## config.mk

```make
export PLATFORM = sky130hd
export DESIGN_NAME = cooperative_task_scheduler
export DESIGN_NICKNAME = d
export VERILOG_FILES = /design/src/hw/rtl/cts_pkg.sv /design/src/hw/rtl/cts_ctrl.sv /design/src/hw/rtl/cts_datapath.sv /design/src/hw/rtl/cooperative_task_scheduler.sv
export VERILOG_INCLUDE_DIRS = /design/src /design/src/hw/rtl
export SDC_FILE = /design/constraint.sdc
export NUM_CORES = 1
export LEC_CHECK = 0
export ABC_AREA = 1
export ABC_CLOCK_PERIOD_IN_PS = 9600
export BUFFER_PORTS_ARGS = -buffer_cell sky130_fd_sc_hd__buf_2
export CORE_ASPECT_RATIO = 0.7
export CORE_MARGIN = 2
export CORE_UTILIZATION = 35
export DETAILED_ROUTE_END_ITERATION = 7
export SYNTH_ARGS = -nofsm -noshare
export SYNTH_HDL_FRONTEND = slang
export SYNTH_HIERARCHICAL = 1
export SYNTH_SLANG_ARGS = --single-unit
```

## constraint.sdc

```tcl
create_clock -name clk -period 9.6 [get_ports clk]
set_input_delay 0.96 -clock clk [delete_from_list [all_inputs] [get_ports clk]]
set_output_delay 0.96 -clock clk [all_outputs]
set_load 0.02 [all_outputs]
```

## src/hw/rtl/assert_macros.svh

```systemverilog
// Assertion helpers shared by the RTL.
`ifndef ASSERT_MACROS_SVH
`define ASSERT_MACROS_SVH

// Check a property on every rising edge outside reset.
`define ASSERT_CLK(lbl, clk, rst_n, prop) \
  lbl: assert property (@(posedge clk) disable iff (!rst_n) prop) \
    else $error("assertion failed");

// Check that a condition never holds outside reset.
`define ASSERT_NEVER(lbl, clk, rst_n, cond) \
  lbl: assert property (@(posedge clk) disable iff (!rst_n) !(cond)) \
    else $error("forbidden condition seen");

`endif

```

## src/hw/rtl/cts_pkg.sv

```systemverilog
package cts_pkg;

  localparam logic [1:0] MODE_TICK     = 2'd0;
  localparam logic [1:0] MODE_ADD      = 2'd1;
  localparam logic [1:0] MODE_DISPATCH = 2'd2;

  localparam logic [1:0] KIND_ADD_OK   = 2'd0;
  localparam logic [1:0] KIND_ADD_FULL = 2'd1;
  localparam logic [1:0] KIND_RUN      = 2'd2;
  localparam logic [1:0] KIND_IDLE     = 2'd3;

  localparam int MAX_RESULTS = 8;
  localparam int RUN_CNT_W   = $clog2(MAX_RESULTS + 1);

  typedef struct packed {
    logic [15:0] handle;
    logic [15:0] delay;
    logic [15:0] period;
    logic [7:0]  pending;
  } slot_entry_t;

  typedef struct packed {
    logic start;
    logic walk;
    logic finish;
  } cts_cmd_t;

  typedef struct packed {
    logic walk_done;
    logic out_free;
  } cts_sts_t;

endpackage

```

## src/hw/rtl/cts_ctrl.sv

```systemverilog
module cts_ctrl (
  input  logic              clk,
  input  logic              rst_n,
  input  logic              in_valid,
  output logic              in_ready,
  input  logic [1:0]        in_mode,
  input  logic [15:0]       in_task_handle,
  input  cts_pkg::cts_sts_t sts,
  output cts_pkg::cts_cmd_t cmd
);
  import cts_pkg::*;

  typedef enum logic [1:0] {
    ST_IDLE,
    ST_WALK,
    ST_FINISH
  } state_t;

  state_t     state_r, state_nxt;
  logic [1:0] op_r, op_nxt;
  logic       accept;

  assign in_ready = (state_r == ST_IDLE);
  assign accept   = in_valid && in_ready;

  always_comb begin
    cmd.start  = accept;
    cmd.walk   = (state_r == ST_WALK);
    cmd.finish = (state_r == ST_FINISH);
  end

  always_comb begin
    state_nxt = state_r;
    op_nxt    = op_r;
    unique case (state_r)
      ST_IDLE: begin
        if (accept) begin
          op_nxt = in_mode;
          if (in_mode == MODE_TICK || in_mode == MODE_DISPATCH) begin
            state_nxt = ST_WALK;
          end else if (in_mode == MODE_ADD) begin
            // a zero handle can never occupy a slot: reject without a search
            state_nxt = (in_task_handle != 16'd0) ? ST_WALK : ST_FINISH;
          end
        end
      end
      ST_WALK: begin
        if (sts.walk_done) begin
          state_nxt = (op_r == MODE_TICK) ? ST_IDLE : ST_FINISH;
        end
      end
      ST_FINISH: begin
        if (sts.out_free) begin
          state_nxt = ST_IDLE;
        end
      end
      default: state_nxt = ST_IDLE;
    endcase
  end

  always_ff @(posedge clk) begin
    if (!rst_n) begin
      state_r <= ST_IDLE;
      op_r    <= MODE_TICK;
    end else begin
      state_r <= state_nxt;
      op_r    <= op_nxt;
    end
  end

endmodule

```

## src/hw/rtl/cts_datapath.sv

```systemverilog
module cts_datapath #(
  parameter int SLOT_COUNT = 8
) (
  input  logic              clk,
  input  logic              rst_n,
  input  cts_pkg::cts_cmd_t cmd,
  output cts_pkg::cts_sts_t sts,
  input  logic [1:0]        in_mode,
  input  logic [15:0]       in_task_handle,
  input  logic [15:0]       in_start_delay,
  input  logic [15:0]       in_repeat_period,
  output logic              out_valid,
  input  logic              out_ready,
  output logic [1:0]        out_kind,
  output logic [2:0]        out_slot,
  output logic [15:0]       out_run_handle,
  output logic              out_sleep_request,
  output logic              out_last
);
  import cts_pkg::*;

  localparam int IDX_W = (SLOT_COUNT > 1) ? $clog2(SLOT_COUNT) : 1;
  localparam int CNT_W = $clog2(SLOT_COUNT + 1);

  // slot table
  slot_entry_t           mem [SLOT_COUNT];
  logic [SLOT_COUNT-1:0] vld_r;

  // latched transaction
  logic [1:0]  op_r;
  logic [15:0] add_handle_r, add_delay_r, add_period_r;

  // walk pipeline: read issue counter and one processing stage
  logic [CNT_W-1:0]     rd_cnt_r;
  logic [IDX_W-1:0]     rd_idx;
  logic                 rd_en;
  slot_entry_t          rd_q_r;
  logic                 rd_vq_r;
  logic                 s_vld_r, s_vld_nxt;
  logic [IDX_W-1:0]     s_idx_r;
  logic                 found_r;
  logic [RUN_CNT_W-1:0] run_cnt_r;

  // held result, sent once the next one is known
  logic        hold_vld_r;
  logic [1:0]  hold_kind_r;
  logic [2:0]  hold_slot_r;
  logic [15:0] hold_handle_r;

  logic        out_vld_r;
  logic [1:0]  out_kind_r;
  logic [2:0]  out_slot_r;
  logic [15:0] out_handle_r;
  logic        out_sleep_r, out_last_r;

  slot_entry_t ent, wr_ent;
  logic        wr_en, go, emit_run, found_set, out_free, push;
  logic [1:0]  push_kind;
  logic [2:0]  push_slot;
  logic [15:0] push_handle;
  logic        push_sleep, push_last;
  logic        walk_end;

  assign rd_idx   = rd_cnt_r[IDX_W-1:0];
  assign ent      = rd_vq_r ? rd_q_r : '0;
  assign out_free = !out_vld_r || out_ready;
  assign walk_end = found_r || (rd_cnt_r == CNT_W'(SLOT_COUNT) && !s_vld_r);

  always_comb begin
    sts.walk_done = cmd.walk && walk_end;
    sts.out_free  = out_free;
  end

  // process the slot in the stage
  always_comb begin
    wr_en     = 1'b0;
    wr_ent    = ent;
    go        = 1'b0;
    emit_run  = 1'b0;
    found_set = 1'b0;
    if (cmd.walk && s_vld_r && !found_r) begin
      unique case (op_r)
        MODE_TICK: begin
          go    = 1'b1;
          wr_en = 1'b1;
          if (ent.handle != 16'd0) begin
            if (ent.delay == 16'd0) begin
              if (ent.pending != 8'hFF) begin
                wr_ent.pending = ent.pending + 8'd1;
              end
              if (ent.period != 16'd0) begin
                wr_ent.delay = ent.period;
              end
            end else begin
              wr_ent.delay = ent.delay - 16'd1;
            end
          end
        end
        MODE_ADD: begin
          go = 1'b1;
          if (ent.handle == 16'd0) begin
            wr_en     = 1'b1;
            found_set = 1'b1;
            wr_ent    = '{handle: add_handle_r, delay: add_delay_r,
                          period: add_period_r, pending: 8'd0};
          end
        end
        MODE_DISPATCH: begin
          if (ent.pending != 8'd0 && run_cnt_r != RUN_CNT_W'(MAX_RESULTS)) begin
            emit_run = 1'b1;
            // hold the stage until the previous result can move out
            if (!hold_vld_r || out_free) begin
              go    = 1'b1;
              wr_en = 1'b1;
              if (ent.period == 16'd0) begin
                wr_ent = '0;
              end else begin
                wr_ent.pending = ent.pending - 8'd1;
              end
            end
          end else begin
            go = 1'b1;
          end
        end
        default: go = 1'b1;
      endcase
    end
  end

  assign rd_en = cmd.walk && !found_r && !found_set &&
                 (rd_cnt_r != CNT_W'(SLOT_COUNT)) && (!s_vld_r || go);

  always_comb begin
    priority if (cmd.start || found_set) begin
      s_vld_nxt = 1'b0;
    end else if (rd_en) begin
      s_vld_nxt = 1'b1;
    end else if (go) begin
      s_vld_nxt = 1'b0;
    end else begin
      s_vld_nxt = s_vld_r;
    end
  end

  // output register feed
  always_comb begin
    push        = 1'b0;
    push_kind   = hold_kind_r;
    push_slot   = hold_slot_r;
    push_handle = hold_handle_r;
    push_sleep  = 1'b0;
    push_last   = 1'b0;
    if (cmd.finish) begin
      push      = out_free;
      push_last = 1'b1;
      push_sleep = (op_r == MODE_DISPATCH);
      if (!hold_vld_r) begin
        push_kind   = (op_r == MODE_DISPATCH) ? KIND_IDLE : KIND_ADD_FULL;
        push_slot   = 3'd0;
        push_handle = 16'd0;
      end
    end else if (emit_run && go && hold_vld_r) begin
      push = 1'b1;
    end
  end

  always_ff @(posedge clk) begin
    if (wr_en) begin
      mem[s_idx_r] <= wr_ent;
    end
    if (rd_en) begin
      rd_q_r  <= mem[rd_idx];
      rd_vq_r <= vld_r[rd_idx];
      s_idx_r <= rd_idx;
    end
  end

  always_ff @(posedge clk) begin
    if (!rst_n) begin
      vld_r      <= '0;
      rd_cnt_r   <= '0;
      s_vld_r    <= 1'b0;
      found_r    <= 1'b0;
      run_cnt_r  <= '0;
      hold_vld_r <= 1'b0;
      out_vld_r  <= 1'b0;
    end else begin
      if (wr_en) begin
        vld_r[s_idx_r] <= 1'b1;
      end
      s_vld_r <= s_vld_nxt;
      if (cmd.start) begin
        rd_cnt_r   <= '0;
        found_r    <= 1'b0;
        run_cnt_r  <= '0;
        hold_vld_r <= 1'b0;
      end else begin
        if (rd_en) begin
          rd_cnt_r <= rd_cnt_r + CNT_W'(1);
        end
        if (found_set) begin
          found_r    <= 1'b1;
          hold_vld_r <= 1'b1;
        end
        if (emit_run && go) begin
          run_cnt_r  <= run_cnt_r + RUN_CNT_W'(1);
          hold_vld_r <= 1'b1;
        end
      end
      if (push) begin
        out_vld_r <= 1'b1;
      end else if (out_ready) begin
        out_vld_r <= 1'b0;
      end
    end
  end

  // payload registers
  always_ff @(posedge clk) begin
    if (cmd.start) begin
      op_r         <= in_mode;
      add_handle_r <= in_task_handle;
      add_delay_r  <= in_start_delay;
      add_period_r <= in_repeat_period;
    end
    if (found_set) begin
      hold_kind_r   <= KIND_ADD_OK;
      hold_slot_r   <= 3'(s_idx_r);
      hold_handle_r <= 16'd0;
    end else if (emit_run && go) begin
      hold_kind_r   <= KIND_RUN;
      hold_slot_r   <= 3'(s_idx_r);
      hold_handle_r <= ent.handle;
    end
    if (push) begin
      out_kind_r   <= push_kind;
      out_slot_r   <= push_slot;
      out_handle_r <= push_handle;
      out_sleep_r  <= push_sleep;
      out_last_r   <= push_last;
    end
  end

  assign out_valid         = out_vld_r;
  assign out_kind          = out_kind_r;
  assign out_slot          = out_slot_r;
  assign out_run_handle    = out_handle_r;
  assign out_sleep_request = out_sleep_r;
  assign out_last          = out_last_r;

endmodule

```

## src/hw/rtl/cooperative_task_scheduler.sv

```systemverilog
// Cooperative task scheduler with a table of SLOT_COUNT task slots.
// Input channel (in_valid/in_ready) carries one command per transaction:
//   tick (age every occupied slot), add (place a task in the lowest free
//   slot) or dispatch (emit a run result for each slot with pending runs).
// Result channel (out_valid/out_ready) carries the results; out_last marks
//   the final result of a command, out_sleep_request the final one of a
//   dispatch. Tick gives no result; add gives one; dispatch gives one to
//   eight.
// Timing: a command walks the slot table one slot per cycle through a table
//   with registered read, except while a dispatch result waits for the
//   receiver; an add stops at the first free slot. in_ready is high only
//   between commands.
// The walk pauses while a dispatch result waits for the receiver; one result
//   is held inside and one sits in the output register, so a stalled
//   receiver never loses or repeats a result.
// Reset (rst_n low, synchronous) frees every slot at once through per-slot
//   valid bits; no clearing pass is needed.
module cooperative_task_scheduler #(
  parameter int SLOT_COUNT = 8
) (
  input  logic        clk,
  input  logic        rst_n,
  input  logic        in_valid,
  output logic        in_ready,
  input  logic [1:0]  in_mode,
  input  logic [15:0] in_task_handle,
  input  logic [15:0] in_start_delay,
  input  logic [15:0] in_repeat_period,
  output logic        out_valid,
  input  logic        out_ready,
  output logic [1:0]  out_kind,
  output logic [2:0]  out_slot,
  output logic [15:0] out_run_handle,
  output logic        out_sleep_request,
  output logic        out_last
);
  import cts_pkg::*;

  `include "assert_macros.svh"

  cts_cmd_t cmd;
  cts_sts_t sts;

  cts_ctrl u_ctrl (
    .clk            (clk),
    .rst_n          (rst_n),
    .in_valid       (in_valid),
    .in_ready       (in_ready),
    .in_mode        (in_mode),
    .in_task_handle (in_task_handle),
    .sts            (sts),
    .cmd            (cmd)
  );

  cts_datapath #(
    .SLOT_COUNT (SLOT_COUNT)
  ) u_datapath (
    .clk               (clk),
    .rst_n             (rst_n),
    .cmd               (cmd),
    .sts               (sts),
    .in_mode           (in_mode),
    .in_task_handle    (in_task_handle),
    .in_start_delay    (in_start_delay),
    .in_repeat_period  (in_repeat_period),
    .out_valid         (out_valid),
    .out_ready         (out_ready),
    .out_kind          (out_kind),
    .out_slot          (out_slot),
    .out_run_handle    (out_run_handle),
    .out_sleep_request (out_sleep_request),
    .out_last          (out_last)
  );

  `ASSERT_NEVER(a_ready_while_busy, clk, rst_n, in_ready && (cmd.walk || cmd.finish))
  `ASSERT_CLK(a_busy_after_accept, clk, rst_n,
              (in_valid && in_ready && (in_mode == MODE_TICK || in_mode == MODE_ADD ||
               in_mode == MODE_DISPATCH)) |=> !in_ready)
  `ASSERT_CLK(a_finish_sends_last, clk, rst_n,
              (cmd.finish && sts.out_free) |=> (out_valid && out_last))

endmodule

```

==> impl_metrics.yaml <==
status:
  run_status: "finished clean"
clocking:
  cts.hold.buffers_added: 0
  clock_tree.buffer_depth: 3
  clock-sinks: 625
  ctsResizeCount: 0
  clock_input_transition_at_the_sequential_cells_of_the_worst_setup_and_hold_paths_ps: 60
  cts-root-buf: "sky130_fd_sc_hd__clkbuf_16"
  tritoncts: "done"
  latest_clock_arrival_within_the_worst_skew_pair_ps: 640
  htreeDepth: 2
  postCtsSetupBuffers: 0
  cts-buffers-inserted: 57
critical_path:
  reg2regPathDepth: 10
  path_class: "flip-flop to flip-flop"
  endpoint_of_the_most_critical_register_to_register_path: "u_datapath/rd_q_r[21]"
  critical_path.startpoint: "u_datapath/rd_cnt_r[1]"
  worstSetupEndpoint: "u_datapath/rd_q_r[21]"
  critPathRequiredTime_ps: 9850
  crit_arrival_ps: 4470
  path_common_cell: "sky130_fd_sc_hd__nand2_1"
  crit-reg2reg-launch: "u_datapath/rd_cnt_r[1]"
  cp_slowest_cell: "sky130_fd_sc_hd__clkinv_2"
  startpoint_type: "flip-flop"
  critical_path.endpoint_type: "flip-flop"
  timing.critical_path.slowest_cell_delay_ps: 910
  crit_fanout: 65
  crit_path_cell_trace: "clkinv_2 -> ha_1 -> nand2_1 -> nor2_1 -> nor2_1 -> nand2_1 -> inv_1 -> nand2_1 -> inv_2 -> buf_4"
  r2r_setup_slack_ps: 5370
timing:
  final_min_period_over_clock_period_pct: 44.0
  fin_worst_skew_ps: 31.6
  holdWs_ps: 461
  rsz0062_at_grt: "false"
  timing.final.max_slew_violations: 0
  finalHoldViolations: 0
  setup_viol: 0
  actual_slew_at_the_worst_max_slew_pin_ps: 1170
  timing.setup.tns_ps: 0
  slew_hr_pct: 22.1
  final.min_clock_period_ps: 4230
  max_clock_freq_ghz: 0.237
pwr:
  netSwitchingPower_mw: 1.49
  seqPwrFrac_pct: 52.2
  int_pwr_mw: 4.56
  total_power_mw: 6.04
  combinationalPowerShare_pct: 9.7
  worst_ir_drop_vdd_uv: 164
  p_clk_share_pct: 38.1
  total_leakage_power_nw: 10.9
  power_per_standard_cell_area_nw_per_um2: 203
  p_sw_share_pct: 24.6
global_route:
  antenna_violations_before_repair: 0
  grt_max_degree: 92
  overall_global_routing_resource_usage_pct: 17.1
  grt_first_pass_wirelength_um: 104000
  grt_pass1_vias: 17300
  globalRouteOverflowTotal: 0
routing:
  drt_pre_antenna_iters: 5
  viasPerCell: 5.15
  total_via_count_in_the_routed_design: 18100
  routed_wire_per_std_cell_um: 19.4
  drc_errors: 0
  drt.antenna.violating_nets: 0
  finalWirelength_um: 68200
  dr.first_iter.drc_count: 1797
worst_hold_path:
  kind_of_path_behind_the_tightest_hold_check: "flip-flop to flip-flop"
place:
  port-buffer-count: 78
  gp_congestion: 0.859
  hpwlAfterDp_um: 39100
logic_synthesis:
  synth_seq_area_share_pct: 68.9
  syn_area_per_cell_um2: 10.9
  synth.cell_area_um2: 26600
  synthesis.yosys.warnings: 6
  postSynthRegisterBits: 625
  syn_nets: 2517
  yosys.cell_types.count: 37
  post_synth_inst_count: 2452
cells_and_area:
  sequential_cell_area_um2: 18400
  antenna_cells: 0
  nNetsFinal: 2546
  layout.filler_cells: 7167
  layout-area-overhead-vs-synth_pct: 11.6
  multiInputGateArea_um2: 7050
  layout_cell_share_with_drive_strength_beyond_1_pct: 10.1
floorplanning:
  initial_core_utilization_pct: 35.4
  die_w_um: 334
  top_level_ports: 79
  core_area_um2: 75300
  die_h_um: 235
  design.die.area_um2: 78400
  placementRows: 84
job:
  max-cap-violations: 0
[power groups by stage]
stage	Sequential [mW]	Clock [mW]	Combinational (mW)
3_5_place_dp	3.21	0	0.582
2_1_floorplan	3.20	0	0.405
3_3_place_gp	3.21	0	0.567
4_1_cts	3.15	2.36	0.585
6_report	3.15	2.30	0.587
5_1_grt	3.16	2.47	0.657
[metrics by stage]
stage | instance area (µm²) | instances | worst slack, ps | utilization (%)
CTS | 29700 | 3518 | 5380 | 39.5
finish | 29700 | 3518 | 5370 | 39.5
global placement | 27900 | 3411 | 5480 | 37.0
detailed placement | 27900 | 3411 | 5390 | 37.0
global route | 29700 | 3518 | 5150 | 39.5
floorplan | 26600 | 2452 | 3610 | -
[final cells by class]
cell class              instances  share of cell area [%]
flip-flops and latches        625                    61.8
multi-input cells            1529                    23.7
clock buffers                  75                    5.30
well taps                     989                    4.16
inverters                     166                    2.12
repair buffers                102                    1.92
clock inverters                32                    1.01
[logic make-up after synthesis]
| group | after synthesis | share of synthesized area, % |
|---|---|---|
| AOI/OAI and AO/OA | 501 | 10.2 |
| xor gates and xnor gates | 8 | 0.263 |
| adders and majority gates | 11 | 0.517 |
| buffers and inverters | 298 | 4.72 |
| DFF | 625 | 68.9 |
| and+or+nand+nor | 1009 | 15.4 |
[metal layers]
layer  up-vias  part of all wire, %  GRT usage (%)
met1      8778                   45           24.0
met4         0                  2.5           4.94
met2       680                   45           27.1
met5         -                    0              0
met3       100                  7.6           2.94
li1       8562                    -              -
[synthesized netlist by cell type, drive strengths merged]
master / n / area share [%]
nor2: 539 / 7.8
clkinv: 3 / 0.042
a21oi: 76 / 1.5
dfxtp: 41 / 3.1
inv: 163 / 2.3
nand4: 11 / 0.26
xnor2: 2 / 0.066
ha: 11 / 0.52
nand3: 76 / 1.5
clkbuf: 88 / 1.2
xor2: 6 / 0.20
and2: 2 / 0.047
o21ai: 276 / 5.2
buf: 44 / 1.1
edfxtp: 584 / 66
a221oi: 1 / 0.033
a211oi: 1 / 0.028
nor3: 3 / 0.056
nand2: 373 / 5.6
nand3b: 5 / 0.14
o22ai: 88 / 2.1
o21bai: 2 / 0.056
a31oi: 57 / 1.3
[registers in the layout, summed over array words and instances, names as in the netlist, 2 cells and up]
name                       flops
u_ctrl/state_r                 2
u_datapath/out_slot            3
u_ctrl/op_r                    2
u_datapath/run_cnt_r           4
u_datapath/mem               448
u_datapath/hold_handle_r      16
u_datapath/op_r                2
u_datapath/hold_slot_r         3
u_datapath/vld_r               8
u_datapath/add_delay_r        16
u_datapath/rd_cnt_r            4
u_datapath/out_kind            2
u_datapath/out_run_handle     16
u_datapath/add_period_r       16
u_datapath/add_handle_r       16
u_datapath/rd_q_r             56
u_datapath/s_idx_r             3
[how the worst min path moves through the flow]
stage | startpoint | endpoint | slack (ps) | cells past startpoint
after global placement | u_datapath/vld_r[3] | u_datapath/vld_r[3] | 440 | 2
after CTS | u_datapath/vld_r[5] | u_datapath/vld_r[5] | 460 | 2
final | u_datapath/vld_r[5] | u_datapath/vld_r[5] | 460 | 2
after floorplan | u_datapath/vld_r[0] | u_datapath/vld_r[0] | 430 | 2
after global routing | u_datapath/vld_r[0] | u_datapath/vld_r[0] | 470 | 2
after detailed placement | u_datapath/vld_r[0] | u_datapath/vld_r[0] | 450 | 2
[cell usage in the layout (no fill, tap or decap), types with 2 or more instances in the layout]
cell	n
sky130_fd_sc_hd__edfxtp_1	584
sky130_fd_sc_hd__inv_1	151
sky130_fd_sc_hd__xor2_1	6
sky130_fd_sc_hd__dfxtp_1	39
sky130_fd_sc_hd__nor2_1	527
sky130_fd_sc_hd__clkbuf_1	12
sky130_fd_sc_hd__o22ai_1	88
sky130_fd_sc_hd__xnor2_1	2
sky130_fd_sc_hd__clkbuf_16	59
sky130_fd_sc_hd__o21ai_1	7
sky130_fd_sc_hd__buf_4	24
sky130_fd_sc_hd__clkinvlp_4	5
sky130_fd_sc_hd__a31oi_1	57
sky130_fd_sc_hd__clkinv_2	16
sky130_fd_sc_hd__buf_2	78
sky130_fd_sc_hd__o21ai_0	268
sky130_fd_sc_hd__nand2_1	346
sky130_fd_sc_hd__ha_1	11
sky130_fd_sc_hd__clkinv_1	6
sky130_fd_sc_hd__nand2_2	22
sky130_fd_sc_hd__nand4_1	11
sky130_fd_sc_hd__nor2_4	6
sky130_fd_sc_hd__inv_6	3
sky130_fd_sc_hd__nor2_2	6
sky130_fd_sc_hd__nand3_2	3
sky130_fd_sc_hd__a21oi_2	2
sky130_fd_sc_hd__o21bai_1	2
sky130_fd_sc_hd__bufinv_16	5
sky130_fd_sc_hd__nand2_4	5
sky130_fd_sc_hd__nand3b_1	5
sky130_fd_sc_hd__nor3_2	2
sky130_fd_sc_hd__a21oi_1	74
sky130_fd_sc_hd__nand3_1	72
sky130_fd_sc_hd__clkbuf_8	4
sky130_fd_sc_hd__dfxtp_4	2
sky130_fd_sc_hd__inv_2	11
[worst max-delay path: cells and delay by family (launching register included)]
family,cells,cell delay (ps)
fa+ha+maj,1,490
flops,1,900
simple gates,5,460
buf+inv,4,1930
Note: power is estimated with default switching activity, not from simulation.
